===== src/hw/rtl/postfix_stack_evaluator_macros.svh =====
// assertion macros for the postfix stack evaluator
// depends on nothing; included by the files that assert
`ifndef POSTFIX_STACK_EVALUATOR_MACROS_SVH
`define POSTFIX_STACK_EVALUATOR_MACROS_SVH

// condition holds at every clock edge outside reset
`define PSE_ASSERT_ALWAYS(label, clk, rst_n, cond, msg) \
	label: assert property (@(posedge clk) disable iff (!rst_n) (cond)) else $error(msg);

// consequent holds in the same cycle as the antecedent
`define PSE_ASSERT_IMPLY(label, clk, rst_n, ante, cons, msg) \
	label: assert property (@(posedge clk) disable iff (!rst_n) (ante) |-> (cons)) \
		else $error(msg);

// consequent holds in the cycle after the antecedent
`define PSE_ASSERT_NEXT(label, clk, rst_n, ante, cons, msg) \
	label: assert property (@(posedge clk) disable iff (!rst_n) (ante) |=> (cons)) \
		else $error(msg);

`endif


===== src/hw/rtl/pse_pkg.sv =====
// types and constants of the postfix stack evaluator
// depends on nothing; used by the result interface, the top level and the testbench
package pse_pkg;

	typedef enum logic [2:0] {
		STAT_OK        = 3'd0,
		STAT_IGNORED   = 3'd1,
		STAT_UNDERFLOW = 3'd2,
		STAT_FULL      = 3'd3,
		STAT_DIVZERO   = 3'd4,
		STAT_SAT       = 3'd5
	} status_t;

	typedef enum logic [3:0] {
		S_IDLE,
		S_DECODE,
		S_EXEC,
		S_MUL,
		S_DIV,
		S_DIVFIN,
		S_WRITE,
		S_DONE
	} state_t;

	localparam logic [7:0] CH_ZERO  = 8'h30;
	localparam logic [7:0] CH_NINE  = 8'h39;
	localparam logic [7:0] CH_PLUS  = 8'h2b;
	localparam logic [7:0] CH_MINUS = 8'h2d;
	localparam logic [7:0] CH_STAR  = 8'h2a;
	localparam logic [7:0] CH_SLASH = 8'h2f;

	localparam logic signed [31:0] VAL_MAX = 32'sh7fffffff;
	localparam logic signed [31:0] VAL_MIN = 32'sh80000000;

endpackage


===== src/hw/rtl/pse_if.sv =====
// valid/ready channel interfaces of the postfix stack evaluator
// character channel in, result channel out; depends on pse_pkg
interface pse_char_if;
	logic       valid;
	logic       ready;
	logic [7:0] char_code;
	logic       start_req;

	modport source (output valid, output char_code, output start_req, input ready);
	modport sink   (input valid, input char_code, input start_req, output ready);
endinterface

interface pse_result_if;
	import pse_pkg::*;
	logic               valid;
	logic               ready;
	logic signed [31:0] top_value;
	logic [4:0]         stack_depth;
	status_t            status;

	modport source (output valid, output top_value, output stack_depth, output status,
		input ready);
	modport sink   (input valid, input top_value, input stack_depth, input status,
		output ready);
endinterface


===== src/hw/rtl/postfix_stack_evaluator.sv =====
// postfix stack evaluator top level: sequencer, operand memory, shared adder,
// multiplier and bit-serial divider; depends on pse_pkg, pse_if and the macro header
//
// usage
//  chars:  one ASCII character per transaction; start_req empties the stack first.
//          a digit pushes d * 2^FRAC_BITS, + - * / pop a (top) and b and push b op a,
//          any other code is ignored
//  result: one transaction per character with the new top of stack (zero when
//          empty), the depth and a status code
//  one character is worked on at a time; chars.ready is high only while the
//  sequencer is idle. states after acceptance: digit or ignored or error: decode, done;
//    add or subtract: decode, exec, write, done; multiply: decode, exec, mul, write, done;
//    divide: decode, exec, div, divfin, write, done, one quotient bit a cycle in div
//    (Q16.16 values at FRAC_BITS 16); divide by zero takes the same states as an add
//  the result sits in an output register; a stalled receiver does not stop the
//  next character from being taken, only its own result waits in the done state
//  until the output register frees up
//  reset clears the stack pointer, the sequencer and the output valid; the
//  operand memory is not cleared and entries above the pointer are never used
`include "postfix_stack_evaluator_macros.svh"

module postfix_stack_evaluator #(
	parameter int STACK_DEPTH = 16,
	parameter int FRAC_BITS   = 16
) (
	input  logic               clk,
	input  logic               arst_n,
	pse_char_if.sink           chars,
	pse_result_if.source       result
);
	import pse_pkg::*;

	localparam int PW    = $clog2(STACK_DEPTH + 1);  // stack pointer, holds the depth
	localparam int AW    = $clog2(STACK_DEPTH);      // memory address
	localparam int DW    = 32 + FRAC_BITS;           // dividend and quotient width
	localparam int CW    = $clog2(DW);               // divide step counter
	localparam int ALU_W = 34;                       // shared adder width

	localparam logic [DW-1:0] Q_POS_LIM = DW'(32'h7fffffff);
	localparam logic [DW-1:0] Q_NEG_LIM = DW'(32'h80000000);

	// sequencer and stack control
	state_t  state_q, state_d;
	logic [PW-1:0] sp_q;
	logic signed [31:0] top_q;    // copy of the top entry, zero when empty

	// item and working registers
	logic [7:0]         char_q;
	status_t            stat_q;
	logic signed [31:0] res_q;
	logic signed [31:0] rd_data_q;
	logic signed [63:0] prod_q;
	logic [DW-1:0]      dvd_q;    // dividend, shifts into quotient
	logic [31:0]        dvs_q;
	logic [31:0]        rem_q;
	logic [CW-1:0]      cnt_q;
	logic               neg_q;

	// output register
	logic               out_valid_q;
	logic signed [31:0] out_top_q;
	logic [4:0]         out_depth_q;
	status_t            out_status_q;

	// operand memory
	logic signed [31:0] mem [STACK_DEPTH];
	logic               mem_we;
	logic [AW-1:0]      mem_wa;
	logic signed [31:0] mem_wd;
	logic [AW-1:0]      mem_ra;

	// decode of the held character
	logic is_digit, is_op, is_full, is_short;
	logic [PW-1:0] sp_m1, sp_m2;
	logic signed [31:0] digit_val;
	logic in_ready, load_out;

	assign is_digit  = (char_q >= CH_ZERO) && (char_q <= CH_NINE);
	assign is_op     = (char_q == CH_PLUS) || (char_q == CH_MINUS) ||
	                   (char_q == CH_STAR) || (char_q == CH_SLASH);
	assign is_full   = (sp_q == PW'(STACK_DEPTH));
	assign is_short  = (sp_q < PW'(2));
	assign sp_m1     = sp_q - PW'(1);
	assign sp_m2     = sp_q - PW'(2);
	assign digit_val = 32'(char_q - CH_ZERO) << FRAC_BITS;

	// shared adder: add and subtract of the operands, trial subtract of the divider
	logic [ALU_W-1:0] alu_x, alu_y, alu_sum;
	logic             alu_sub;
	logic [32:0]      rem_sh;

	assign rem_sh = {rem_q, dvd_q[DW-1]};

	always_comb begin
		alu_x   = '0;
		alu_y   = '0;
		alu_sub = 1'b0;
		unique case (state_q)
			S_EXEC: begin
				alu_x   = {{2{rd_data_q[31]}}, rd_data_q};
				alu_y   = {{2{top_q[31]}}, top_q};
				alu_sub = (char_q == CH_MINUS);
			end
			S_DIV: begin
				alu_x   = {1'b0, rem_sh};
				alu_y   = {2'b00, dvs_q};
				alu_sub = 1'b1;
			end
			default: begin
			end
		endcase
	end

	assign alu_sum = alu_x + (alu_sub ? ~alu_y : alu_y) + ALU_W'(alu_sub);

	// add/subtract saturation: the 33-bit sum leaves the 32-bit range
	logic add_sat;
	logic signed [31:0] add_res;
	assign add_sat = alu_sum[32] ^ alu_sum[31];
	assign add_res = add_sat ? (alu_sum[32] ? VAL_MIN : VAL_MAX) : alu_sum[31:0];

	// product after the floor shift; in range when bits 63..31 agree
	logic signed [63:0] prod_sh;
	logic               mul_ok;
	assign prod_sh = prod_q >>> FRAC_BITS;
	assign mul_ok  = (&prod_sh[63:31]) || !(|prod_sh[63:31]);

	// operand magnitudes for the divider
	logic [31:0] abs_a, abs_b;
	assign abs_a = top_q[31] ? (~top_q + 32'd1) : top_q;
	assign abs_b = rd_data_q[31] ? (~rd_data_q + 32'd1) : rd_data_q;

	// quotient sign and saturation
	logic div_sat;
	assign div_sat = neg_q ? (dvd_q > Q_NEG_LIM) : (dvd_q > Q_POS_LIM);

	// next state
	always_comb begin
		state_d = state_q;
		unique case (state_q)
			S_IDLE:   if (chars.valid) state_d = S_DECODE;
			S_DECODE: begin
				if (is_op && !is_short) state_d = S_EXEC;
				else                    state_d = S_DONE;
			end
			S_EXEC: begin
				priority if (char_q == CH_STAR)                     state_d = S_MUL;
				else if (char_q == CH_SLASH && top_q != 32'sd0)     state_d = S_DIV;
				else                                                state_d = S_WRITE;
			end
			S_MUL:    state_d = S_WRITE;
			S_DIV:    if (cnt_q == '0) state_d = S_DIVFIN;
			S_DIVFIN: state_d = S_WRITE;
			S_WRITE:  state_d = S_DONE;
			S_DONE:   if (!out_valid_q || result.ready) state_d = S_IDLE;
			default:  state_d = S_IDLE;
		endcase
	end

	// sequencer outputs
	always_comb begin
		in_ready = 1'b0;
		load_out = 1'b0;
		mem_we   = 1'b0;
		mem_wa   = sp_q[AW-1:0];
		mem_wd   = digit_val;
		mem_ra   = sp_m2[AW-1:0];
		unique case (state_q)
			S_IDLE:   in_ready = 1'b1;
			S_DECODE: mem_we = is_digit && !is_full;
			S_WRITE: begin
				mem_we = 1'b1;
				mem_wa = sp_m2[AW-1:0];
				mem_wd = res_q;
			end
			S_DONE:   load_out = !out_valid_q || result.ready;
			default: begin
			end
		endcase
	end

	assign chars.ready = in_ready;

	// operand memory, one write and one registered read port
	always_ff @(posedge clk) begin
		if (mem_we) mem[mem_wa] <= mem_wd;
	end

	always_ff @(posedge clk) begin
		rd_data_q <= mem[mem_ra];
	end

	// control registers
	always_ff @(posedge clk or negedge arst_n) begin
		if (!arst_n) begin
			state_q     <= S_IDLE;
			sp_q        <= '0;
			top_q       <= '0;
			out_valid_q <= 1'b0;
		end else begin
			state_q <= state_d;
			unique case (state_q)
				S_IDLE: begin
					if (chars.valid && chars.start_req) begin
						sp_q  <= '0;
						top_q <= '0;
					end
				end
				S_DECODE: begin
					if (is_digit && !is_full) begin
						sp_q  <= sp_q + PW'(1);
						top_q <= digit_val;
					end
				end
				S_WRITE: begin
					sp_q  <= sp_m1;
					top_q <= res_q;
				end
				default: begin
				end
			endcase
			if (load_out)          out_valid_q <= 1'b1;
			else if (result.ready) out_valid_q <= 1'b0;
		end
	end

	// working registers
	always_ff @(posedge clk) begin
		unique case (state_q)
			S_IDLE: if (chars.valid) char_q <= chars.char_code;
			S_DECODE: begin
				priority if (is_digit) stat_q <= is_full ? STAT_FULL : STAT_OK;
				else if (is_op)        stat_q <= is_short ? STAT_UNDERFLOW : STAT_OK;
				else                   stat_q <= STAT_IGNORED;
			end
			S_EXEC: begin
				priority if (char_q == CH_STAR) begin
					prod_q <= rd_data_q * top_q;
				end else if (char_q == CH_SLASH) begin
					if (top_q == 32'sd0) begin
						// divide by zero saturates toward the sign of b
						res_q  <= rd_data_q[31] ? VAL_MIN : VAL_MAX;
						stat_q <= STAT_DIVZERO;
					end else begin
						dvd_q <= DW'(abs_b) << FRAC_BITS;
						dvs_q <= abs_a;
						rem_q <= '0;
						cnt_q <= CW'(DW - 1);
						neg_q <= rd_data_q[31] ^ top_q[31];
					end
				end else begin
					res_q  <= add_res;
					stat_q <= add_sat ? STAT_SAT : STAT_OK;
				end
			end
			S_MUL: begin
				if (mul_ok) begin
					res_q <= prod_sh[31:0];
				end else begin
					res_q  <= prod_sh[63] ? VAL_MIN : VAL_MAX;
					stat_q <= STAT_SAT;
				end
			end
			S_DIV: begin
				// restoring step: keep the difference when it did not go negative
				if (!alu_sum[ALU_W-1]) rem_q <= alu_sum[31:0];
				else                   rem_q <= rem_sh[31:0];
				dvd_q <= {dvd_q[DW-2:0], !alu_sum[ALU_W-1]};
				cnt_q <= cnt_q - CW'(1);
			end
			S_DIVFIN: begin
				if (div_sat) begin
					res_q  <= neg_q ? VAL_MIN : VAL_MAX;
					stat_q <= STAT_SAT;
				end else begin
					res_q <= neg_q ? (~dvd_q[31:0] + 32'd1) : dvd_q[31:0];
				end
			end
			default: begin
			end
		endcase
	end

	// output register payload
	always_ff @(posedge clk) begin
		if (load_out) begin
			out_top_q    <= (sp_q == '0) ? 32'sd0 : top_q;
			out_depth_q  <= 5'(sp_q);
			out_status_q <= stat_q;
		end
	end

	assign result.valid       = out_valid_q;
	assign result.top_value   = out_top_q;
	assign result.stack_depth = out_depth_q;
	assign result.status      = out_status_q;

	// checks
	`PSE_ASSERT_ALWAYS(a_sp_bound, clk, arst_n, sp_q <= PW'(STACK_DEPTH), "stack pointer past depth")
	`PSE_ASSERT_IMPLY(a_exec_two, clk, arst_n, state_q == S_EXEC, sp_q >= PW'(2), "operator run with fewer than two operands")
	`PSE_ASSERT_IMPLY(a_div_nonzero, clk, arst_n, state_q == S_DIV, dvs_q != 32'd0, "divider running on a zero divisor")
	`PSE_ASSERT_NEXT(a_write_pop, clk, arst_n, state_q == S_WRITE, sp_q == $past(sp_m1), "write back did not pop one operand")

endmodule


===== src/flat_wrapper.sv =====
// flat-port wrapper written by rule: the top's interface ports become plain ports
module postfix_stack_evaluator_flat import pse_pkg::*;
#(
	parameter int STACK_DEPTH = 16,
	parameter int FRAC_BITS   = 16
)
  (clk, arst_n, chars_valid, chars_char_code, chars_start_req, chars_ready, result_valid, result_top_value, result_stack_depth, result_status, result_ready);
  pse_char_if chars_i ();
  pse_result_if result_i ();
  input  logic clk;
  input  logic arst_n;
  input wire logic [$bits(chars_i.valid)-1:0] chars_valid;
  input wire logic [$bits(chars_i.char_code)-1:0] chars_char_code;
  input wire logic [$bits(chars_i.start_req)-1:0] chars_start_req;
  output wire logic [$bits(chars_i.ready)-1:0] chars_ready;
  output wire logic [$bits(result_i.valid)-1:0] result_valid;
  output wire logic [$bits(result_i.top_value)-1:0] result_top_value;
  output wire logic [$bits(result_i.stack_depth)-1:0] result_stack_depth;
  output wire logic [$bits(result_i.status)-1:0] result_status;
  input wire logic [$bits(result_i.ready)-1:0] result_ready;
  assign chars_i.valid = chars_valid;
  assign chars_i.char_code = chars_char_code;
  assign chars_i.start_req = chars_start_req;
  assign chars_ready = chars_i.ready;
  assign result_valid = result_i.valid;
  assign result_top_value = result_i.top_value;
  assign result_stack_depth = result_i.stack_depth;
  assign result_status = result_i.status;
  assign result_i.ready = result_ready;
  postfix_stack_evaluator #(.STACK_DEPTH(STACK_DEPTH), .FRAC_BITS(FRAC_BITS)) u_core (.clk(clk), .arst_n(arst_n), .chars(chars_i), .result(result_i));
endmodule

===== config.mk =====
export PLATFORM = sky130hd
export DESIGN_NAME = postfix_stack_evaluator_flat
export DESIGN_NICKNAME = d
export VERILOG_FILES = /design/src/hw/rtl/pse_pkg.sv /design/src/hw/rtl/pse_if.sv /design/src/hw/rtl/postfix_stack_evaluator.sv /design/src/flat_wrapper.sv
export VERILOG_INCLUDE_DIRS = /design/src /design/src/hw/rtl
export SDC_FILE = /design/constraint.sdc
export NUM_CORES = 2
export LEC_CHECK = 0
export BUFFER_PORTS_ARGS = -buffer_cell sky130_fd_sc_hd__buf_2
export CORE_AREA = 2 2 378 380
export DETAILED_ROUTE_END_ITERATION = 12
export DIE_AREA = 0 0 380 382
export GPL_TIMING_DRIVEN = 0
export PLACE_DENSITY = 0.68
export SYNTH_ARGS = -nofsm -noshare
export SYNTH_HDL_FRONTEND = slang
export SYNTH_SLANG_ARGS = --single-unit

===== constraint.sdc =====
create_clock -name clk -period 11.6 [get_ports clk]
set_clock_uncertainty 0.1 [all_clocks]
set_input_delay 1.74 -clock clk [delete_from_list [all_inputs] [get_ports clk]]
set_output_delay 1.74 -clock clk [all_outputs]
set_load 0.05 [all_outputs]

== After elaboration in Yosys (flattened, before gate mapping) ==
Memory sizes are Yosys's and may differ from the RTL's. A register that Yosys moved wholly into a read port is not among the register bits.
Index checks and enable logic that the tools add are counted.

* Flip-flop bits (word level): 308
* Memory bits (writable): 512
* Output and inout port bits: 42
* Logic and storage cells: 166
* Memories: 1

* Add/subtract/negate cells: 10
* Multipliers: 1
* Order comparisons: 5
* Eq/ne operators: 23
* Multiplexer cells: 65
* Bitwise gates (word level): 8
* Reduce and logical (&&, ||, !) cells: 36

{| class="wikitable"
|+ Memories
! memory !! depth !! width !! rd ports !! clocked after memory_dff !! wr ports !! RTL line !! text
|-
| u_core.mem || 16 || 32 || 1 || 1 || 1 || postfix_stack_evaluator.sv:66 || <nowiki>logic signed [31:0] mem [STACK_DEPTH];</nowiki>
|}

{| class="wikitable"
|+ Operators by type and width
! cell !! number
|-
| two-way mux 32 bit || 19
|-
| case mux 32 bit (3 select lines) || 2
|-
| two-way mux 48 bit || 3
|-
| case mux 34 bit (2 select lines) || 2
|-
| adder 32 x 1 -> 32 bit, second input constant || 3
|-
| inverter 32 bit || 3
|-
| case mux 48 bit (2 select lines) || 1
|-
| multiplier 32 x 32 -> 64 bit || 1
|-
| case mux 32 bit (2 select lines) || 1
|-
| greater-than comparator 48 x 31 -> 1 bit, second input constant || 1
|-
| greater-than comparator 48 x 32 -> 1 bit, second input constant || 1
|-
| adder 34 x 1 -> 34 bit || 1
|-
| adder 34 bit || 1
|-
| two-way mux 34 bit || 1
|-
| inverter 34 bit || 1
|-
| equality test 8 x 6 -> 1 bit, second input constant || 4
|-
| zero test 32 bit || 1
|-
| nonzero test 32 bit || 1
|-
| two-way mux 31 bit || 1
|-
| case mux 4 bit (7 select lines) || 1
|-
| two-way mux 3 bit || 9
|-
| two-way mux 4 bit || 5
|-
| two-way mux 6 bit || 3
|-
| AND reduction 17 bit || 1
|-
| 39 further kinds || 81
|}

== Longest topological paths before layout ==
* Word-level depth: 11
* Gate-level depth with buffers: 30
* Mapped depth without buffers: 27

== Worst setup path before layout ==
Ideal clock, no wire load.

* Kind: register to register
* Start: register u_core.rd_data_q[31] (read register of u_core.mem)
* End: register u_core.prod_q[59] (data pin)
* Setup time: 135 ps
* Arrival time: 8205 ps
* Data required time: 11365 ps
* Path slack: 3160 ps
* Stages on the path, launching flop included: 29
* Buffers on the path: 2
* Period minus slack after synthesis: 8440 ps
* Cell sequence: dfxtp_1 > clkbuf_1 > buf_1 > nand2_1 > inv_1 > fa_1 > inv_1 > fa_1 > inv_1 > fa_1 > fa_1 > inv_1 > fa_1 > inv_1 > fa_1 > inv_1 > fa_1 > fa_1 > inv_1 > ha_1 > a21o_1 > a21o_1 > a21oi_1 > nand3b_1 > a21o_1 > a31oi_1 > o21ai_1 > or4b_2 > nand3_1

* Longest elaborated chain between the ends: 1

{| class="wikitable"
|+ Ends and longest elaborated chain
! item !! RTL line !! text
|-
| from (decl) || postfix_stack_evaluator.sv:51 || <nowiki>logic signed [31:0] rd_data_q;</nowiki>
|-
| multiplier 32 x 32 -> 64 bit || postfix_stack_evaluator.sv:238 || <nowiki>prod_q <= rd_data_q * top_q;</nowiki>
|-
| to (signal assigned) || postfix_stack_evaluator.sv:238 ||
|-
| to (decl) || postfix_stack_evaluator.sv:52 || <nowiki>logic signed [63:0] prod_q;</nowiki>
|}

No other way between the ends.
A chain may end at the register's enable or synchronous reset.

== Worst setup path after layout ==
* Start: register u_core.top_q[10]
* End: register u_core.prod_q[51] (data pin)

* Longest elaborated chain between the ends: 1

{| class="wikitable"
|+ Ends and longest elaborated chain
! item !! RTL line !! text
|-
| from (decl) || postfix_stack_evaluator.sv:45 || <nowiki>logic signed [31:0] top_q;</nowiki>
|-
| from (signal assigned) || postfix_stack_evaluator.sv:212 || <nowiki>top_q <= digit_val;</nowiki>
|-
| from (signal assigned) || postfix_stack_evaluator.sv:217 || <nowiki>top_q <= res_q;</nowiki>
|-
| multiplier 32 x 32 -> 64 bit || postfix_stack_evaluator.sv:238 ||
|}

No other way between the ends.

==> reports/qor.csv <==
stage;metric;value;unit
logic_synthesis;most frequent cells after synthesis;fa_1 (1083), inv_1 (999), edfxtp_1 (762);
worst_setup_path;critical path class;flop to flop;
worst_setup_path;Worst setup EP type;flop;
status;failing checks;max-capacitance violations, max-slew violations;
logic_synthesis;simple logic cell fraction of the synthesized area;12.0;%
logic_synthesis;largest area contributor in the netlist;edfxtp_1;
logic_synthesis;most frequent cell after synthesis;fa_1;
detailed_routing;vias per cell;6.14;
logic_synthesis;number of enable flip-flop cells after synthesis;762;
worst_setup_path;Slowest Stage Delay on Critical Path;1.32;ns
worst_setup_path;Worst EP required;11.95;ns
placed_design;port bufs;54;
worst_setup_path;crit path launch type;flop;
worst_setup_path;Top Family by Delay on Critical Path;adder cells;
sta;upper clock frequency limit;87.5;MHz
floorplan;Starting Density;51.7;%
floorplan;row count;138;
placed_design;final RePlAce weighted congestion;1.03;
layout;Fillers;12000;
placed_design;post-DP HPWL;201;mm
worst_setup_path;Worst Path Buf+Inv;5;
logic_synthesis;Synth Flop Type;edfxtp_1;
clocking;CTS tree;done;
placed_design;Cell Count Post-Placement;8300;
grt;first-pass GRT wire length;375;mm
clocking;Clock Root Buffer;clkbuf_16;
floorplan;Core Area;141000;µm²
detailed_routing;final wirelength;262;mm
logic_synthesis;synth warn;0;
detailed_routing;Antenna Nets Post-Route;0;
sta;RSZ-0062 raised after global routing;false;
layout;layout cells sized above 1;7.01;%
clocking;Clock Path Buffers;3;
logic_synthesis;syn_area_per_cell;11.5;µm²
floorplan;Die Wd;380;µm
clocking;CTS Hold Bufs;0;
floorplan;io pins;55;
sta;Worst-Margin Slew;1.71;ns
sta;final worst path period need;11.42;ns
worst_setup_path;crit-path cells;clkbuf_1, clkbuf_1, nand2_1, fa_1, inv_1, fa_1, fa_1, inv_1, fa_1, inv_1, fa_1, fa_1, fa_1, fa_1, ha_1, and3_1, or3b_2, a2111oi_0, or3_1, a21oi_1, o21ai_0, a31oi_1, o21bai_1, xor2_1;
worst_setup_path;FF-to-FF path depth;24;
min_path;worst hold path type;flop to flop;
logic_synthesis;Post-Synth XOR/XNOR Area;2.31;%
logic_synthesis;Compound-Gate Fraction of Synth Area;5.89;%
clocking;Worst-path clk slew;0.07;ns
detailed_routing;Avg WL per Cell;31.0;µm
sta;Max-Slew Margin vs Limit;-14.1;%
sta;endpoints failing hold;0;
flow_run;Max-Cap Viols;6;
logic_synthesis;synth top area cells;edfxtp_1 (31%), fa_1 (30%), inv_1 (5.1%);
worst_setup_path;Critical-path top delay cell;a2111oi_0;
clocking;H-tree depth;3;
logic_synthesis;synthesis-stage register bit count;835;
logic_synthesis;multiplexer area fraction after synthesis;5.13;%
logic_synthesis;sequential fraction of the synthesis area;33.7;%
logic_synthesis;Yosys top cell area share;31.4;%
layout;area delta synth->final;8.19;%
status;status;finished with violations;
grt;largest net degree at the start of global routing;47;
clocking;number of CTS-inserted buffers;75;
floorplan;die height;382;µm
grt;GRT overflow;0;
detailed_routing;DRC Markers;0;
worst_setup_path;CP Data Arrival Time;11.77;ns
detailed_routing;1st-pass router iterations;6;
logic_synthesis;Synth Area in Adders;33.7;%
worst_setup_path;stages on the worst setup path;24;
min_path;Hold Path Depth;0;
worst_setup_path;worst-path maximum fanout;11;
detailed_routing;drt first-iter violations;7031;
layout;# nets final;7811;
sta;setup violators final;0;
detailed_routing;via count;51900;
grt;initial antenna violation count;25;
logic_synthesis;Post-synth ARST share;4.91;%
worst_setup_path;most used cell, CP;fa_1;
grt;all-layer global routing usage;36.5;%
logic_synthesis;largest family of logic cells by synthesized area;adder cells;
clocking;clk_lat worst skew;0.70;ns
logic_synthesis;Post-Syn Instances;6324;
sta;period utilization;98.5;%
logic_synthesis;Syn Nets;7648;
sta;Pins Over Slew Limit;55;
sta;Total Neg Setup Slack;0;ns
logic_synthesis;Post-Syn Area;72800;µm²
logic_synthesis;Yosys cell types;86;
layout;fin cells;8456;
floorplan;Die ar.;145000;µm²
grt;vias in the first global route;52700;
clocking;clk sinks;835;
## layer usage
metal  vias up  routed length, µm  GRT usage (%)
met1     26600              97500           49.6
met2      3568             111000           52.9
met5         -                138              0
li1      20900                  -              -
met3       858              33400           9.94
met4        20              19500           21.7
## flip-flops by register name, summed over array words and instances (netlist names), 5 cells and up
| signal | flops |
|---|---|
| u_core.result.stack_depth | 5 |
| u_core.sp_q | 5 |
| u_core.dvd_q | 48 |
| u_core.prod_q | 48 |
| u_core.top_q | 32 |
| u_core.res_q | 32 |
| u_core.result.top_value | 32 |
| u_core.char_q | 8 |
| u_core.mem | 512 |
| u_core.dvs_q | 32 |
| u_core.cnt_q | 6 |
| u_core.rem_q | 32 |
| u_core.rd_data_q | 32 |
## through the flow
step	hold WS [ns]	cell area [µm²]	utilization, %	setup slack [ns]
2_1_floorplan	0.300	72800	-	3.16
3_3_place_gp	0.304	75500	53.6	0.299
3_5_place_dp	0.313	76100	54.0	0.220
4_1_cts	0.330	78800	55.9	0.172
5_1_grt	0.341	78800	55.9	0.0379
6_report	0.330	78800	55.9	0.177
## layout by cell type, fill, tap and decap left out, types with 14 or more instances in the layout
cell type  instances
a211oi_1          21
a21o_1            67
a21oi_1          124
a22o_1            29
a31oi_1           14
and2_1           523
and3_1            25
buf_1             59
buf_2             65
buf_6             20
clkbuf_1         327
clkbuf_16         75
clkinv_2          19
dfrtp_1           41
dfxtp_1           32
diode_2           16
edfxtp_1         762
fa_1            1082
ha_1             228
inv_1            999
mux4_2           160
nand2_1          721
nand2b_1          18
nand3_1           62
nand4_1           40
nor2_1           149
nor2b_1           43
nor3_1            34
nor4_1            22
o21ai_0          172
o21ai_1           53
o21bai_1          14
o22ai_1           53
o31ai_1           20
or3_1             26
xnor2_1          128
xor2_1            64
## cell families after synthesis
logic type,after synthesis
mux,173
buf+inv,1400
compound gates,673
simple gates,1740
fa+ha+maj,1311
flops,835
xor+xnor,192
## timing repair
item / CTS / global route
setup buffers: 0 / 0
gates resized for setup: 0 / 5
endpoints found under the setup margin: 0 / 2
hold endpoints to repair: 0 / 0
## layout make-up
cell class                      instances  area [µm²]  share of cell area [%]
Antenna cell                           16        40.0                  0.0508
Buffer                                401        1600                    2.03
Clock buffer                           96        2040                    2.58
Clock inverter                         44         581                   0.737
Inverter                              999        3750                    4.76
Multi-Input combinational cell       4089       43100                    54.6
Sequential cell                       835       24500                    31.1
Tap cell                             1890        2360                    3.00
Timing Repair Buffer                   86         838                    1.06
## path summary, 6_finish.rpt
| kind | from | endpoint | slack [ns] |
|---|---|---|---|
| setup / recovery | u_core.top_q[10] | u_core.prod_q[51] | 0.18 |
| hold / removal | u_core.stat_q[2] | u_core.result.status[2] | 0.33 |
| setup reg to reg | u_core.top_q[10] | u_core.prod_q[51] | 0.18 |
| hold reg to reg | u_core.stat_q[2] | u_core.result.status[2] | 0.33 |
| max in group asynchronous | arst_n | u_core.top_q[28] | 9.50 |
| min in group asynchronous | arst_n | u_core.sp_q[3] | 1.15 |
Power is left out: the tool's default activity adds up to more than one toggle a clock period on the data nets, which glitch-free logic cannot reach.
